`src/rtl/scpt_pkg.sv`:
```
// Shared types and constants for the serial command periodic trigger.
package scpt_pkg;

  localparam int QUEUE_DEPTH = 4;
  localparam int QPTR_W      = $clog2(QUEUE_DEPTH);
  localparam int QCNT_W      = $clog2(QUEUE_DEPTH + 1);

  // Result kinds
  localparam logic [1:0] KIND_CLIMATE = 2'd0;
  localparam logic [1:0] KIND_SOIL    = 2'd1;
  localparam logic [1:0] KIND_REFRESH = 2'd2;
  localparam logic [1:0] KIND_STATUS  = 2'd3;

  // Command status codes
  localparam logic [2:0] ST_CLIMATE_SET = 3'd0;
  localparam logic [2:0] ST_SOIL_SET    = 3'd1;
  localparam logic [2:0] ST_REFRESH_SET = 3'd2;
  localparam logic [2:0] ST_DISP_SET    = 3'd3;
  localparam logic [2:0] ST_DISP_BAD    = 3'd4;
  localparam logic [2:0] ST_UNKNOWN     = 3'd5;
  localparam logic [2:0] ST_MALFORMED   = 3'd6;
  localparam logic [2:0] ST_NONE        = 3'd0;

  // Characters
  localparam logic [7:0] CH_NUL   = 8'h00;
  localparam logic [7:0] CH_TAB   = 8'h09;
  localparam logic [7:0] CH_LF    = 8'h0A;
  localparam logic [7:0] CH_VT    = 8'h0B;
  localparam logic [7:0] CH_FF    = 8'h0C;
  localparam logic [7:0] CH_CR    = 8'h0D;
  localparam logic [7:0] CH_SP    = 8'h20;
  localparam logic [7:0] CH_PLUS  = 8'h2B;
  localparam logic [7:0] CH_MINUS = 8'h2D;
  localparam logic [7:0] CH_ZERO  = 8'h30;
  localparam logic [7:0] CH_NINE  = 8'h39;
  localparam logic [7:0] CH_COLON = 8'h3A;
  localparam logic [7:0] CH_UP_D  = 8'h44;
  localparam logic [7:0] CH_UP_L  = 8'h4C;
  localparam logic [7:0] CH_UP_S  = 8'h53;
  localparam logic [7:0] CH_UP_T  = 8'h54;
  localparam logic [7:0] CH_LO_D  = 8'h64;
  localparam logic [7:0] CH_LO_L  = 8'h6C;
  localparam logic [7:0] CH_LO_S  = 8'h73;
  localparam logic [7:0] CH_LO_T  = 8'h74;

  localparam logic [31:0] CLIMATE_PERIOD_RST = 32'd500;
  localparam logic [31:0] SOIL_PERIOD_RST    = 32'd1000;
  localparam logic [31:0] REFRESH_PERIOD_RST = 32'd2000;
  localparam logic [31:0] MAG_LIMIT          = 32'h8000_0000;
  localparam logic [31:0] POS_MAX            = 32'h7FFF_FFFF;

  typedef enum logic [2:0] {
    PH_LETTER,
    PH_COLON,
    PH_BLANKS,
    PH_SIGNED,
    PH_DIGITS,
    PH_STOPPED
  } phase_t;

  // Work handed from the parser to the trigger engine
  typedef struct packed {
    logic        is_tick;
    logic [2:0]  status;
    logic [31:0] value;
  } job_t;

endpackage

```
`src/rtl/scpt_if.sv`:
```
// Handshake channel interfaces for the input and result streams.
interface scpt_in_if;
  logic       valid;
  logic       ready;
  logic       mode;
  logic [7:0] rx_byte;

  modport source (output valid, output mode, output rx_byte, input ready);
  modport sink   (input valid, input mode, input rx_byte, output ready);
endinterface

interface scpt_out_if;
  logic               valid;
  logic               ready;
  logic [1:0]         kind;
  logic [2:0]         status;
  logic signed [31:0] applied_value;
  logic [1:0]         display_mode;
  logic               last;

  modport source (output valid, output kind, output status, output applied_value,
                  output display_mode, output last, input ready);
  modport sink   (input valid, input kind, input status, input applied_value,
                  input display_mode, input last, output ready);
endinterface

```
`src/rtl/serial_command_periodic_trigger.sv`:
```
// Serial command parser with three periodic millisecond triggers. A byte or a tick is
// accepted in every cycle while the four-entry job queue has room; bytes are parsed as
// they arrive, and a non-empty line end or a tick puts one job in the queue. The back
// end gives its results one at a time, so a tick that fires all three triggers gives
// three results, a command one or two (a good D command gives its status and then a
// refresh), and a tick that fires nothing gives none; the result register lets the next
// job start while the last result still waits to be taken. Periods reset to 500, 1000
// and 2000 ticks, counters and display mode to zero. Lines keep LINE_CAPACITY-1 bytes.
module serial_command_periodic_trigger #(
  parameter int LINE_CAPACITY = 20
) (
  input  logic       clk,
  input  logic       rst_n,
  scpt_in_if.sink    in_ch,
  scpt_out_if.source out_ch
);

  logic           q_full;
  logic           q_empty;
  logic           push_vld;
  logic           pop;
  scpt_pkg::job_t push_job;
  scpt_pkg::job_t head_job;

  scpt_front #(
    .LINE_CAPACITY(LINE_CAPACITY)
  ) u_front (
    .clk      (clk),
    .rst_n    (rst_n),
    .in_ch    (in_ch),
    .q_full   (q_full),
    .push_vld (push_vld),
    .push_job (push_job)
  );

  scpt_fifo u_fifo (
    .clk      (clk),
    .rst_n    (rst_n),
    .push     (push_vld),
    .push_job (push_job),
    .full     (q_full),
    .pop      (pop),
    .empty    (q_empty),
    .head_job (head_job)
  );

  scpt_back u_back (
    .clk      (clk),
    .rst_n    (rst_n),
    .q_empty  (q_empty),
    .head_job (head_job),
    .pop      (pop),
    .out_ch   (out_ch)
  );

endmodule

```
`src/rtl/scpt_front.sv`:
```
// Front end: accepts bytes and ticks, parses command lines, emits jobs.
module scpt_front #(
  parameter int LINE_CAPACITY = 20
) (
  input  logic          clk,
  input  logic          rst_n,
  scpt_in_if.sink       in_ch,
  input  logic          q_full,
  output logic          push_vld,
  output scpt_pkg::job_t push_job
);

  localparam int LEN_W = $clog2(LINE_CAPACITY);
  localparam logic [LEN_W-1:0] LEN_MAX = LEN_W'(LINE_CAPACITY - 1);

  logic [LEN_W-1:0]  len_r, len_nxt;
  scpt_pkg::phase_t  phase_r, phase_nxt;
  logic [7:0]        letter_r, letter_nxt;
  logic              neg_r, neg_nxt;
  logic [31:0]       mag_r, mag_nxt;
  logic              digit_r, digit_nxt;
  logic              ended_r, ended_nxt;

  logic        accept;
  logic        is_eol;
  logic        is_digit;
  logic [35:0] mag_acc;
  logic [31:0] value;

  assign in_ch.ready = !q_full;
  assign accept      = in_ch.valid && in_ch.ready;
  assign is_eol      = (in_ch.rx_byte == scpt_pkg::CH_LF) || (in_ch.rx_byte == scpt_pkg::CH_CR);
  assign is_digit    = (in_ch.rx_byte >= scpt_pkg::CH_ZERO) &&
                       (in_ch.rx_byte <= scpt_pkg::CH_NINE);

  // mag * 10 + digit, as shift-and-add
  assign mag_acc = {1'b0, mag_r, 3'b000} + {3'b000, mag_r, 1'b0} +
                   {32'd0, in_ch.rx_byte[3:0]};

  // Parser next state
  always_comb begin
    len_nxt    = len_r;
    phase_nxt  = phase_r;
    letter_nxt = letter_r;
    neg_nxt    = neg_r;
    mag_nxt    = mag_r;
    digit_nxt  = digit_r;
    ended_nxt  = ended_r;
    if (accept && !in_ch.mode) begin
      if (is_eol) begin
        if (len_r != '0) begin
          len_nxt    = '0;
          phase_nxt  = scpt_pkg::PH_LETTER;
          letter_nxt = '0;
          neg_nxt    = 1'b0;
          mag_nxt    = '0;
          digit_nxt  = 1'b0;
          ended_nxt  = 1'b0;
        end
      end else if (len_r < LEN_MAX) begin
        len_nxt = len_r + 1'b1;
        if (!ended_r) begin
          if (in_ch.rx_byte == scpt_pkg::CH_NUL) begin
            ended_nxt = 1'b1;
          end else begin
            case (phase_r)
              scpt_pkg::PH_LETTER: begin
                letter_nxt = in_ch.rx_byte;
                phase_nxt  = scpt_pkg::PH_COLON;
              end
              scpt_pkg::PH_COLON: begin
                phase_nxt = (in_ch.rx_byte == scpt_pkg::CH_COLON) ?
                            scpt_pkg::PH_BLANKS : scpt_pkg::PH_STOPPED;
              end
              scpt_pkg::PH_BLANKS, scpt_pkg::PH_SIGNED, scpt_pkg::PH_DIGITS: begin
                if (phase_r == scpt_pkg::PH_BLANKS && (in_ch.rx_byte inside
                    {scpt_pkg::CH_SP, scpt_pkg::CH_TAB, scpt_pkg::CH_VT, scpt_pkg::CH_FF})) begin
                  // skip blank
                end else if (phase_r == scpt_pkg::PH_BLANKS && (in_ch.rx_byte inside
                    {scpt_pkg::CH_PLUS, scpt_pkg::CH_MINUS})) begin
                  neg_nxt   = (in_ch.rx_byte == scpt_pkg::CH_MINUS);
                  phase_nxt = scpt_pkg::PH_SIGNED;
                end else if (is_digit) begin
                  mag_nxt   = (mag_acc > {4'd0, scpt_pkg::MAG_LIMIT}) ?
                              scpt_pkg::MAG_LIMIT : mag_acc[31:0];
                  digit_nxt = 1'b1;
                  phase_nxt = scpt_pkg::PH_DIGITS;
                end else begin
                  phase_nxt = scpt_pkg::PH_STOPPED;
                end
              end
              default: begin
              end
            endcase
          end
        end
      end
    end
  end

  // Job outputs
  always_comb begin
    push_vld = accept && (in_ch.mode || (is_eol && len_r != '0));
    value    = neg_r ? (32'd0 - mag_r) : (mag_r[31] ? scpt_pkg::POS_MAX : mag_r);
    push_job.is_tick = in_ch.mode;
    push_job.value   = value;
    if (!digit_r) begin
      push_job.status = scpt_pkg::ST_MALFORMED;
      push_job.value  = '0;
    end else if (letter_r inside {scpt_pkg::CH_UP_T, scpt_pkg::CH_LO_T}) begin
      push_job.status = scpt_pkg::ST_CLIMATE_SET;
    end else if (letter_r inside {scpt_pkg::CH_UP_S, scpt_pkg::CH_LO_S}) begin
      push_job.status = scpt_pkg::ST_SOIL_SET;
    end else if (letter_r inside {scpt_pkg::CH_UP_L, scpt_pkg::CH_LO_L}) begin
      push_job.status = scpt_pkg::ST_REFRESH_SET;
    end else if (letter_r inside {scpt_pkg::CH_UP_D, scpt_pkg::CH_LO_D}) begin
      push_job.status = (value[31:2] == '0) ? scpt_pkg::ST_DISP_SET : scpt_pkg::ST_DISP_BAD;
    end else begin
      push_job.status = scpt_pkg::ST_UNKNOWN;
    end
  end

  always_ff @(posedge clk) begin
    if (!rst_n) begin
      len_r    <= '0;
      phase_r  <= scpt_pkg::PH_LETTER;
      letter_r <= '0;
      neg_r    <= 1'b0;
      mag_r    <= '0;
      digit_r  <= 1'b0;
      ended_r  <= 1'b0;
    end else begin
      len_r    <= len_nxt;
      phase_r  <= phase_nxt;
      letter_r <= letter_nxt;
      neg_r    <= neg_nxt;
      mag_r    <= mag_nxt;
      digit_r  <= digit_nxt;
      ended_r  <= ended_nxt;
    end
  end

endmodule

```
`src/rtl/scpt_fifo.sv`:
```
// Short job queue between the parser and the trigger engine.
module scpt_fifo (
  input  logic           clk,
  input  logic           rst_n,
  input  logic           push,
  input  scpt_pkg::job_t push_job,
  output logic           full,
  input  logic           pop,
  output logic           empty,
  output scpt_pkg::job_t head_job
);

  scpt_pkg::job_t                   slot_r [scpt_pkg::QUEUE_DEPTH];
  logic [scpt_pkg::QPTR_W-1:0]      wr_ptr_r, rd_ptr_r;
  logic [scpt_pkg::QCNT_W-1:0]      cnt_r;

  assign full     = (cnt_r == scpt_pkg::QCNT_W'(scpt_pkg::QUEUE_DEPTH));
  assign empty    = (cnt_r == '0);
  assign head_job = slot_r[rd_ptr_r];

  always_ff @(posedge clk) begin
    if (push) begin
      slot_r[wr_ptr_r] <= push_job;
    end
  end

  always_ff @(posedge clk) begin
    if (!rst_n) begin
      wr_ptr_r <= '0;
      rd_ptr_r <= '0;
      cnt_r    <= '0;
    end else begin
      if (push) begin
        wr_ptr_r <= wr_ptr_r + 1'b1;
      end
      if (pop) begin
        rd_ptr_r <= rd_ptr_r + 1'b1;
      end
      cnt_r <= cnt_r + scpt_pkg::QCNT_W'(push) - scpt_pkg::QCNT_W'(pop);
    end
  end

endmodule

```
`src/rtl/scpt_back.sv`:
```
// Back end: runs tick and command jobs, holds periods and counters, drives results.
module scpt_back (
  input  logic           clk,
  input  logic           rst_n,
  input  logic           q_empty,
  input  scpt_pkg::job_t head_job,
  output logic           pop,
  scpt_out_if.source     out_ch
);

  // pending bits: 0 climate, 1 soil, 2 refresh, 3 command status
  logic [3:0]  pend_r, pend_nxt;
  logic [2:0]  pst_r, pst_nxt;
  logic [31:0] pval_r, pval_nxt;

  logic [31:0] clim_per_r, clim_per_nxt, soil_per_r, soil_per_nxt;
  logic [31:0] refr_per_r, refr_per_nxt;
  logic [31:0] clim_cnt_r, clim_cnt_nxt, soil_cnt_r, soil_cnt_nxt;
  logic [31:0] refr_cnt_r, refr_cnt_nxt;
  logic [1:0]  mode_r, mode_nxt;

  logic        ov_r, ov_nxt;
  logic [1:0]  okind_r, okind_nxt;
  logic [2:0]  ost_r, ost_nxt;
  logic [31:0] oval_r, oval_nxt;
  logic [1:0]  omode_r, omode_nxt;
  logic        olast_r, olast_nxt;

  logic        can_load;
  logic        load;
  logic [3:0]  sel;
  logic [3:0]  rem;
  logic [31:0] clim_inc, soil_inc, refr_inc;
  logic        fire_c, fire_s, fire_r;

  assign can_load = !ov_r || out_ch.ready;
  assign load     = can_load && (pend_r != '0);

  // Status goes first, then climate, soil, refresh
  always_comb begin
    if (pend_r[3]) begin
      sel = 4'b1000;
    end else if (pend_r[0]) begin
      sel = 4'b0001;
    end else if (pend_r[1]) begin
      sel = 4'b0010;
    end else begin
      sel = pend_r & 4'b0100;
    end
    rem = pend_r & ~sel;
  end

  assign pop = !q_empty && ((pend_r == '0) || (can_load && rem == '0));

  assign clim_inc = clim_cnt_r + 32'd1;
  assign soil_inc = soil_cnt_r + 32'd1;
  assign refr_inc = refr_cnt_r + 32'd1;
  assign fire_c   = clim_inc >= clim_per_r;
  assign fire_s   = soil_inc >= soil_per_r;
  assign fire_r   = refr_inc >= refr_per_r;

  // Job execution
  always_comb begin
    pend_nxt     = load ? rem : pend_r;
    pst_nxt      = pst_r;
    pval_nxt     = pval_r;
    clim_per_nxt = clim_per_r;
    soil_per_nxt = soil_per_r;
    refr_per_nxt = refr_per_r;
    clim_cnt_nxt = clim_cnt_r;
    soil_cnt_nxt = soil_cnt_r;
    refr_cnt_nxt = refr_cnt_r;
    mode_nxt     = mode_r;
    if (pop) begin
      if (head_job.is_tick) begin
        clim_cnt_nxt = fire_c ? '0 : clim_inc;
        soil_cnt_nxt = fire_s ? '0 : soil_inc;
        refr_cnt_nxt = fire_r ? '0 : refr_inc;
        pend_nxt     = {1'b0, fire_r, fire_s, fire_c};
      end else begin
        pst_nxt  = head_job.status;
        pval_nxt = head_job.value;
        pend_nxt = {1'b1, head_job.status == scpt_pkg::ST_DISP_SET, 2'b00};
        case (head_job.status)
          scpt_pkg::ST_CLIMATE_SET: clim_per_nxt = head_job.value;
          scpt_pkg::ST_SOIL_SET:    soil_per_nxt = head_job.value;
          scpt_pkg::ST_REFRESH_SET: refr_per_nxt = head_job.value;
          scpt_pkg::ST_DISP_SET:    mode_nxt     = head_job.value[1:0];
          default: begin
          end
        endcase
      end
    end
  end

  // Result register
  always_comb begin
    ov_nxt    = ov_r && !out_ch.ready;
    okind_nxt = okind_r;
    ost_nxt   = ost_r;
    oval_nxt  = oval_r;
    omode_nxt = omode_r;
    olast_nxt = olast_r;
    if (load) begin
      ov_nxt    = 1'b1;
      omode_nxt = mode_r;
      olast_nxt = (rem == '0);
      ost_nxt   = sel[3] ? pst_r : scpt_pkg::ST_NONE;
      oval_nxt  = sel[3] ? pval_r : '0;
      if (sel[3]) begin
        okind_nxt = scpt_pkg::KIND_STATUS;
      end else if (sel[0]) begin
        okind_nxt = scpt_pkg::KIND_CLIMATE;
      end else if (sel[1]) begin
        okind_nxt = scpt_pkg::KIND_SOIL;
      end else begin
        okind_nxt = scpt_pkg::KIND_REFRESH;
      end
    end
  end

  assign out_ch.valid         = ov_r;
  assign out_ch.kind          = okind_r;
  assign out_ch.status        = ost_r;
  assign out_ch.applied_value = oval_r;
  assign out_ch.display_mode  = omode_r;
  assign out_ch.last          = olast_r;

  always_ff @(posedge clk) begin
    if (!rst_n) begin
      pend_r     <= '0;
      clim_per_r <= scpt_pkg::CLIMATE_PERIOD_RST;
      soil_per_r <= scpt_pkg::SOIL_PERIOD_RST;
      refr_per_r <= scpt_pkg::REFRESH_PERIOD_RST;
      clim_cnt_r <= '0;
      soil_cnt_r <= '0;
      refr_cnt_r <= '0;
      mode_r     <= '0;
      ov_r       <= 1'b0;
    end else begin
      pend_r     <= pend_nxt;
      clim_per_r <= clim_per_nxt;
      soil_per_r <= soil_per_nxt;
      refr_per_r <= refr_per_nxt;
      clim_cnt_r <= clim_cnt_nxt;
      soil_cnt_r <= soil_cnt_nxt;
      refr_cnt_r <= refr_cnt_nxt;
      mode_r     <= mode_nxt;
      ov_r       <= ov_nxt;
    end
  end

  always_ff @(posedge clk) begin
    pst_r   <= pst_nxt;
    pval_r  <= pval_nxt;
    okind_r <= okind_nxt;
    ost_r   <= ost_nxt;
    oval_r  <= oval_nxt;
    omode_r <= omode_nxt;
    olast_r <= olast_nxt;
  end

endmodule

```
`src/flat_wrapper.sv`:
```
// flat-port wrapper written by rule: the top's interface ports become plain ports
module serial_command_periodic_trigger_flat 
#(
  parameter int LINE_CAPACITY = 20
)
  (clk, rst_n, in_ch_valid, in_ch_mode, in_ch_rx_byte, in_ch_ready, out_ch_valid, out_ch_kind, out_ch_status, out_ch_applied_value, out_ch_display_mode, out_ch_last, out_ch_ready);
  scpt_in_if in_ch_i ();
  scpt_out_if out_ch_i ();
  input  logic clk;
  input  logic rst_n;
  input wire logic [$bits(in_ch_i.valid)-1:0] in_ch_valid;
  input wire logic [$bits(in_ch_i.mode)-1:0] in_ch_mode;
  input wire logic [$bits(in_ch_i.rx_byte)-1:0] in_ch_rx_byte;
  output wire logic [$bits(in_ch_i.ready)-1:0] in_ch_ready;
  output wire logic [$bits(out_ch_i.valid)-1:0] out_ch_valid;
  output wire logic [$bits(out_ch_i.kind)-1:0] out_ch_kind;
  output wire logic [$bits(out_ch_i.status)-1:0] out_ch_status;
  output wire logic [$bits(out_ch_i.applied_value)-1:0] out_ch_applied_value;
  output wire logic [$bits(out_ch_i.display_mode)-1:0] out_ch_display_mode;
  output wire logic [$bits(out_ch_i.last)-1:0] out_ch_last;
  input wire logic [$bits(out_ch_i.ready)-1:0] out_ch_ready;
  assign in_ch_i.valid = in_ch_valid;
  assign in_ch_i.mode = in_ch_mode;
  assign in_ch_i.rx_byte = in_ch_rx_byte;
  assign in_ch_ready = in_ch_i.ready;
  assign out_ch_valid = out_ch_i.valid;
  assign out_ch_kind = out_ch_i.kind;
  assign out_ch_status = out_ch_i.status;
  assign out_ch_applied_value = out_ch_i.applied_value;
  assign out_ch_display_mode = out_ch_i.display_mode;
  assign out_ch_last = out_ch_i.last;
  assign out_ch_i.ready = out_ch_ready;
  serial_command_periodic_trigger #(.LINE_CAPACITY(LINE_CAPACITY)) u_core (.clk(clk), .rst_n(rst_n), .in_ch(in_ch_i), .out_ch(out_ch_i));
endmodule
```
`config.mk`:
```
export PLATFORM = sky130hd
export DESIGN_NAME = serial_command_periodic_trigger_flat
export DESIGN_NICKNAME = d
export VERILOG_FILES = /design/src/rtl/scpt_pkg.sv /design/src/rtl/scpt_if.sv /design/src/rtl/serial_command_periodic_trigger.sv /design/src/rtl/scpt_front.sv /design/src/rtl/scpt_fifo.sv /design/src/rtl/scpt_back.sv /design/src/flat_wrapper.sv
export SDC_FILE = /design/constraint.sdc
export NUM_CORES = 1
export LEC_CHECK = 0
export ABC_AREA = 0
export BUFFER_PORTS_ARGS = -buffer_cell sky130_fd_sc_hd__buf_2
export CORE_UTILIZATION = 60
export CTS_CLUSTER_DIAMETER = 50
export DETAILED_ROUTE_END_ITERATION = 6
export GPL_TIMING_DRIVEN = 0
export PLACE_DENSITY = 0.79
export SETUP_SLACK_MARGIN = 0.05
export SLEW_MARGIN = 25
export SYNTH_ARGS = -nofsm -noshare
export SYNTH_HDL_FRONTEND = slang
export SYNTH_SLANG_ARGS = --single-unit
```
`constraint.sdc`:
```
create_clock -name clk -period 5.8 [get_ports clk]
set_input_delay 1.74 -clock clk [delete_from_list [all_inputs] [get_ports clk]]
set_output_delay 1.74 -clock clk [all_outputs]
set_load 0.005 [all_outputs]
```
==> metrics, run 1 <==
R2R cell count=18; Finished Layout Cells=3322; first-pass GRT wire length=106900 um; largest net degree at the start of global routing=30; drt total wl=68090 um; initial core utilization=60.96%; top cell type's share of synthesized area=25.66%; H-tree levels=2; most frequent cell after synthesis=nand2_1; FFs w/ async S/R, synth=0%; core footprint=42040 um^2; CTS tree=built; Antenna Nets Post-Route=0; period utilization=92.26%; Setup violations, final=0; Placed Instances=3231; Layout Nets=2931; Max-slew headroom=24.82%; outcome=finished clean; share of layout cells above drive strength 1=8.193%; VDD IR max=0.2501 mV; clk_lat worst skew=0.60 ns; CP dominant cell by count=a21o_1; total gr overflow=0; CTS Buf Count=50; crit path time final=5.351 ns; fraction of the mapped netlist area in simple logic gates=17.78%; power density cells=315.3 nW/um^2; critical-path cell list=nand4_1 -> nor3_2 -> nand4_1 -> nor3_2 -> nand3_1 -> xnor2_1 -> ha_1 -> a21o_1 -> a21o_1 -> a21o_1 -> a21o_1 -> a21oi_1 -> o2111ai_1 -> a31oi_1 -> o21ai_0 -> clkbuf_2 -> clkbuf_2 -> nor2_1; Synth cell types=85; max-cap violations=0; WHS Endpoint=u_core.u_back.out_ch.display_mode[1]; Top FF cell, synth=dfxtp_1; number of flops mapped to enable cells by yosys=219; GRT Total Usage=31.29%; Pleak=11.47 nW; Seq/Total Area, Yosys=45.82%; kind of critical path=reg -> reg; Slew Limit Fails=0; skew final=0.01630 ns; FP Rows=75; Area growth syn-to-layout=10.96%; slowest CP cell=nor3_2; synthesized cell area=25630 um^2; drt initial violations=1933; Adder-Cell Fraction of Synth Area=8.711%; Ys Warns=0; worst slew pin tran=1.117 ns; Root Buffer=clkbuf_16; main area contributors after synthesis=edfxtp_1 (26%), dfxtp_1 (20%), ha_1 (8.4%); die area=43540 um^2; main combinational cell family by area after synthesis=simple AND/OR/NAND/NOR gates; Ant. Diodes=0; initial antenna violation count=1; worst min-delay path startpoint=u_core.u_back.mode_r[1]; Max Clock Freq=0.1869 GHz; Worst R2R Setup Slack=0.45 ns; CP Capture Type=flop; RSZ-0062 raised after global routing=false; CP required=6.33 ns; die width=208.7 um; CP max stage delay=0.69 ns; IO buf count=52; Die Y=208.7 um; flops & latches, synth=477; clk sink count=477; Hold Path Cell Cnt=0; Hold Vio Cnt, Final=0; HP Class=reg -> reg; R2R Path Start=u_core.u_back.soil_cnt_r[2]; clock transition at the registers of the reported paths=0.07 ns; TritonRoute pass-1 iters=5; commonest cells in the netlist=nand2_1 (274), nor2_1 (265), dfxtp_1 (258), edfxtp_1 (219), ha_1 (172); Via density=6.133; critical path startpoint category=flop; Worst R2R End=u_core.u_back.soil_cnt_r[22]; final hold slack=0.4538 ns; Longest Clk Path Bufs=3; XOR/XNOR share of the synthesized area=6.323%; crit-path max FO=10; wire per inst=20.50 um; Syn Nets=2819; number of remaining DRC errors=0; post-synth top area cell=edfxtp_1; arrival time at the worst endpoint=5.88 ns; vias=20380; GPL Wtd Cong=0.9429; multiplexer share of the synthesized area=6.142%; post-CTS setup buffers=0; Post-DP HPWL=49900 um; Mean Syn Cell Area=9.740 um^2; compound-gate portion of the synthesized area=10.90%; Mapped Cells=2631; boundary pin count=55; vias in the first global route=19820
-- critical path: cells and delay by family (launching register included) --
kind,cells,cell delay (ns)
adders and majority gates,1,0.30
DFF,1,0.43
AOI/OAI and AO/OA,8,1.80
and+or+nand+nor,6,2.03
xor gates and xnor gates,1,0.17
buffers and inverters,2,0.53
-- sequential cells by signal, indices dropped and copies added, names as in the netlist, 2 cells and up, named ones only --
register / count
u_core.u_fifo.slot_r: 144
u_core.u_back.clim_cnt_r: 32
u_core.u_back.clim_per_r: 32
u_core.u_back.out_ch.applied_value: 32
u_core.u_back.pval_r: 32
u_core.u_back.refr_cnt_r: 32
u_core.u_back.refr_per_r: 32
u_core.u_back.soil_cnt_r: 32
u_core.u_back.soil_per_r: 32
u_core.u_front.mag_r: 32
u_core.u_front.letter_r: 7
u_core.u_front.len_r: 5
u_core.u_back.pend_r: 4
u_core.u_back.out_ch.status: 3
u_core.u_back.pst_r: 3
u_core.u_fifo.cnt_r: 3
u_core.u_front.phase_r: 3
u_core.u_back.mode_r: 2
u_core.u_back.out_ch.display_mode: 2
u_core.u_back.out_ch.kind: 2
u_core.u_fifo.rd_ptr_r: 2
u_core.u_fifo.wr_ptr_r: 2
-- routing by layer --
| layer | up-vias | track usage, % | wire (um) |
|---|---|---|---|
| met2 | 875 | 51.93 | 31920 |
| met1 | 9748 | 40.68 | 28100 |
| met3 | 167 | 4.313 | 4826 |
| met5 | - | 0 | 0 |
| li1 | 9585 | - | - |
| met4 | 0 | 14.58 | 3239 |
-- power breakdown --
group          leakage, nW  internal [W]  switching, W
sequential            4.01       0.00386     0.0000973
clock                0.821       0.00189       0.00136
combinational         6.64      0.000504       0.00126
-- layout make-up --
type / instances / area (um^2)
Inverter: 147 / 551.8
Tap cell: 539 / 674.4
Buffer: 139 / 558.0
Timing Repair Buffer: 61 / 412.9
Sequential cell: 477 / 11740
Fill cell: 3210 / 13610
Multi-Input combinational cell: 1867 / 12830
Clock inverter: 30 / 274.0
Clock buffer: 62 / 1390
-- per-stage QoR --
step	setup slack [ns]	util, %	setup TNS (ns)	cell area [um^2]	power [W]
after floorplan	0.3520	-	0	25630	0.004920
after global placement	-0.8362	63.18	-33.94	26560	0.005652
after detailed placement	-0.004256	63.60	-0.01591	26740	0.005732
after CTS	0.1323	67.58	0	28410	0.008951
after global routing	0.1008	67.63	0	28430	0.009185
final	0.4491	67.63	0	28430	0.008964
-- placed cells by master (no fill, tap or decap), drive strengths merged, types with 18 or more instances in the layout --
| cell | n |
|---|---|
| nand3 | 107 |
| edfxtp | 219 |
| nand4 | 50 |
| inv | 152 |
| and3 | 20 |
| o21ai | 93 |
| a21o | 47 |
| xnor2 | 102 |
| a21oi | 156 |
| ha | 172 |
| clkbuf | 174 |
| nor2 | 266 |
| or3 | 25 |
| dfxtp | 258 |
| nor4 | 23 |
| a31oi | 18 |
| mux4 | 36 |
| buf | 88 |
| clkinv | 20 |
| xor2 | 83 |
| nand2b | 19 |
| and2 | 51 |
| mux2i | 74 |
| nand2 | 274 |
| nor3 | 42 |
-- how the worst max path moves through the flow --
stage                           startpoint                           end
3_3_place_gp                  out_ch_ready      u_core.u_back.pval_r[26]
6_report       u_core.u_back.soil_cnt_r[2]  u_core.u_back.soil_cnt_r[22]
3_5_place_dp   u_core.u_back.soil_cnt_r[0]  u_core.u_back.soil_cnt_r[28]
4_1_cts        u_core.u_back.clim_cnt_r[0]  u_core.u_back.clim_cnt_r[24]
5_1_grt        u_core.u_back.soil_cnt_r[0]  u_core.u_back.soil_cnt_r[23]
2_1_floorplan                 out_ch_ready        u_core.u_back.pst_r[0]
-- repair_timing --
item                                    4_1_cts  5_1_grt
hold buffers                                  0        0
gates resized for setup                       3        9
gates cloned                                  0        0
endpoints found under the setup margin       11       40
-- kinds of logic after synthesis --
| kind of cell | count (synthesis) |
|---|---|
| simple gates | 948 |
| flops | 477 |
| fa+ha+maj | 177 |
| mux | 112 |
| buf+inv | 287 |
| xor+xnor | 185 |
| compound gates | 445 |
No activity file was read; power rests on OpenSTA's default activity.
==> inputs of run 2 (changes only) <==
--- a/config.mk
+++ b/config.mk
@@ -11,7 +11,7 @@
 export CTS_CLUSTER_DIAMETER = 50
 export DETAILED_ROUTE_END_ITERATION = 6
 export GPL_TIMING_DRIVEN = 0
-export PLACE_DENSITY = 0.79
+export PLACE_DENSITY = 0.78
 export SETUP_SLACK_MARGIN = 0.05
 export SLEW_MARGIN = 25
 export SYNTH_ARGS = -nofsm -noshare
==> metrics, run 2 (synthesis gave the netlist of run 1 again) <==
Post-DP HPWL=49510 um; Slew Limit Fails=0; Setup violations, final=0; drt initial violations=1755; IO buf count=52; wire per inst=20.13 um; initial core utilization=60.96%; Max-slew headroom=34.14%; die area=43540 um^2; Crit. Startpoint=u_core.u_back.soil_cnt_r[0]; crit-path max FO=10; fin worst setup slack=0.3838 ns; Hold Vio Cnt, Final=0; Layout Nets=2934; Ant. Diodes=0; R2R Path Start=u_core.u_back.soil_cnt_r[0]; fillers=3246; power density cells=319.1 nW/um^2; CP Capture Type=flop; most frequent cells in the layout=nand2_1 (274), nor2_1 (264), dfxtp_1 (258); NetSw=0.002797 W; critical-path cell list=ha_1 -> and3_1 -> nand4_1 -> nor4_2 -> and4_1 -> clkbuf_1 -> nand3_1 -> nor2_1 -> xor2_1 -> ha_1 -> nand4_1 -> nor4_1 -> o21ai_0 -> o2111ai_1 -> a31oi_1 -> o21ai_0 -> clkbuf_2 -> clkbuf_2 -> nor2_1; largest net degree at the start of global routing=30; kind of critical path=reg -> reg; H-tree levels=2; Die Y=208.7 um; total gr overflow=0; outcome=finished clean; area of the multi-input gates=12830 um^2; vias=20240; placed cell area=26710 um^2; FP Rows=75; vias in the first global route=19520; crit path time final=5.416 ns; clk sink count=477; Area growth syn-to-layout=11.30%; boundary pin count=55; Reg power frac=43.4%; CP required=6.30 ns; Longest Clk Path Bufs=3; cell area after layout=28520 um^2; share of layout cells above drive strength 1=8.456%; Top reg by flops=u_core.u_fifo.slot_r; Internal=0.006304 W; slowest CP cell=nor4_2; FF+latch area=11740 um^2; number of hold buffers added after cts=0; Root Buffer=clkbuf_16; worst min-delay path startpoint=u_core.u_back.mode_r[0]; Via density=6.077; VDD IR max=0.2614 mV; clock transition at the registers of the reported paths=0.06 ns; Clock power frac=37.4%; CTS Buf Count=53; worst slew pin tran=0.9803 ns; TritonRoute pass-1 iters=6; initial antenna violation count=0; GPL Wtd Cong=0.9870; Antenna Nets Post-Route=0; arrival time at the worst endpoint=5.92 ns; dpl ws=-0.2019 ns; most common cell after layout, fill and taps aside=nand2_1; core footprint=42040 um^2; switching share of power=30.73%; post-CTS setup buffers=0; max-cap violations=0; combinational share of power=19.2%; skew final=0.03191 ns; GRT Total Usage=30.84%; number of remaining DRC errors=0; CTS tree=built; CP max stage delay=0.53 ns; period utilization=93.38%; Max Clock Freq=0.1846 GHz; first-pass GRT wire length=105100 um; clk_lat worst skew=0.62 ns; Pleak=11.49 nW; RSZ-0062 raised after global routing=false; Largest register FFs=144; die width=208.7 um; critical path startpoint category=flop; HP Class=reg -> reg; drt total wl=67040 um
-- run 2: changes by cell type in the layout (fill, tap and decap cells not counted), moves of 2 or more --
cell,previous run,this run
clkinvlp_4,0,6
buf_12,2,5
clkinv_1,8,4
clkbuf_8,3,1
buf_16,3,0
clkbuf_1,115,120
inv_8,0,2
-- run 2: stage by stage --
| step | hold WS, ns | TNS (ns) | util [%] | instances | power [W] |
|---|---|---|---|---|---|
| 3_5_place_dp | 0.4242 | -1.887 | 63.52 | 3230 | 0.005725 |
| 5_1_grt | 0.4583 | 0 | 67.84 | 3330 | 0.009344 |
| 6_report | 0.4345 | 0 | 67.84 | 3330 | 0.009101 |
| 2_1_floorplan | 0.4080 | 0 | - | 2631 | 0.004920 |
| 3_3_place_gp | 0.4282 | -24.05 | 63.18 | 3222 | 0.005649 |
| 4_1_cts | 0.4352 | 0 | 67.77 | 3330 | 0.009084 |
-- run 2: final cells by class --
cell class                      count  share of cell area (%)
Sequential cell                   477                   41.17
Tap cell                          539                   2.365
Multi-Input combinational cell   1867                   45.00
Clock buffer                       64                   4.830
Timing Repair Buffer               60                   1.342
Inverter                          147                   1.935
Buffer                            140                   1.970
Clock inverter                     36                   1.395
-- run 2: final timing paths --
path	slack (ns)	cells after the start	to
worst max-delay path	0.38	19	u_core.u_back.soil_cnt_r[31]
worst min-delay path	0.43	0	u_core.u_back.out_ch.display_mode[0]
worst max register to register	0.38	19	u_core.u_back.soil_cnt_r[31]
worst min register to register	0.43	0	u_core.u_back.out_ch.display_mode[0]
-- run 2: per-layer routing --
layer  GRT usage (%)  share of wire (%)  vias to the layer above
li1                -                  -                     9588
met1           40.67                 42                     9610
met2           49.36                 45                      868
met3           4.644                7.5                      172
met4           16.28                5.5                        0
met5               0                  0                        -
-- run 2: repair_timing --
| item | CTS | global route |
|---|---|---|
| pin swaps | 0 | 0 |
| resized for setup | 2 | 10 |
| endpoints found under the setup margin | 10 | 42 |
-- run 2: critical path: cells and delay by family, from the launching register on --
family	cells	cell delay, ns
and+or+nand+nor	9	2.33
buffers and inverters	3	0.97
AOI/OAI and AO/OA	4	0.91
adders and majority gates	2	0.54
DFF	1	0.43
xor gates and xnor gates	1	0.10
-- run 2: power groups by stage --
stage / clock [W] / combinational [W] / sequential [W]
floorplan: 0 / 0.000902 / 0.00402
global placement: 0 / 0.00162 / 0.00403
detailed placement: 0 / 0.00171 / 0.00402
CTS: 0.00343 / 0.00171 / 0.00395
global route: 0.00356 / 0.00181 / 0.00397
finish: 0.00340 / 0.00175 / 0.00395
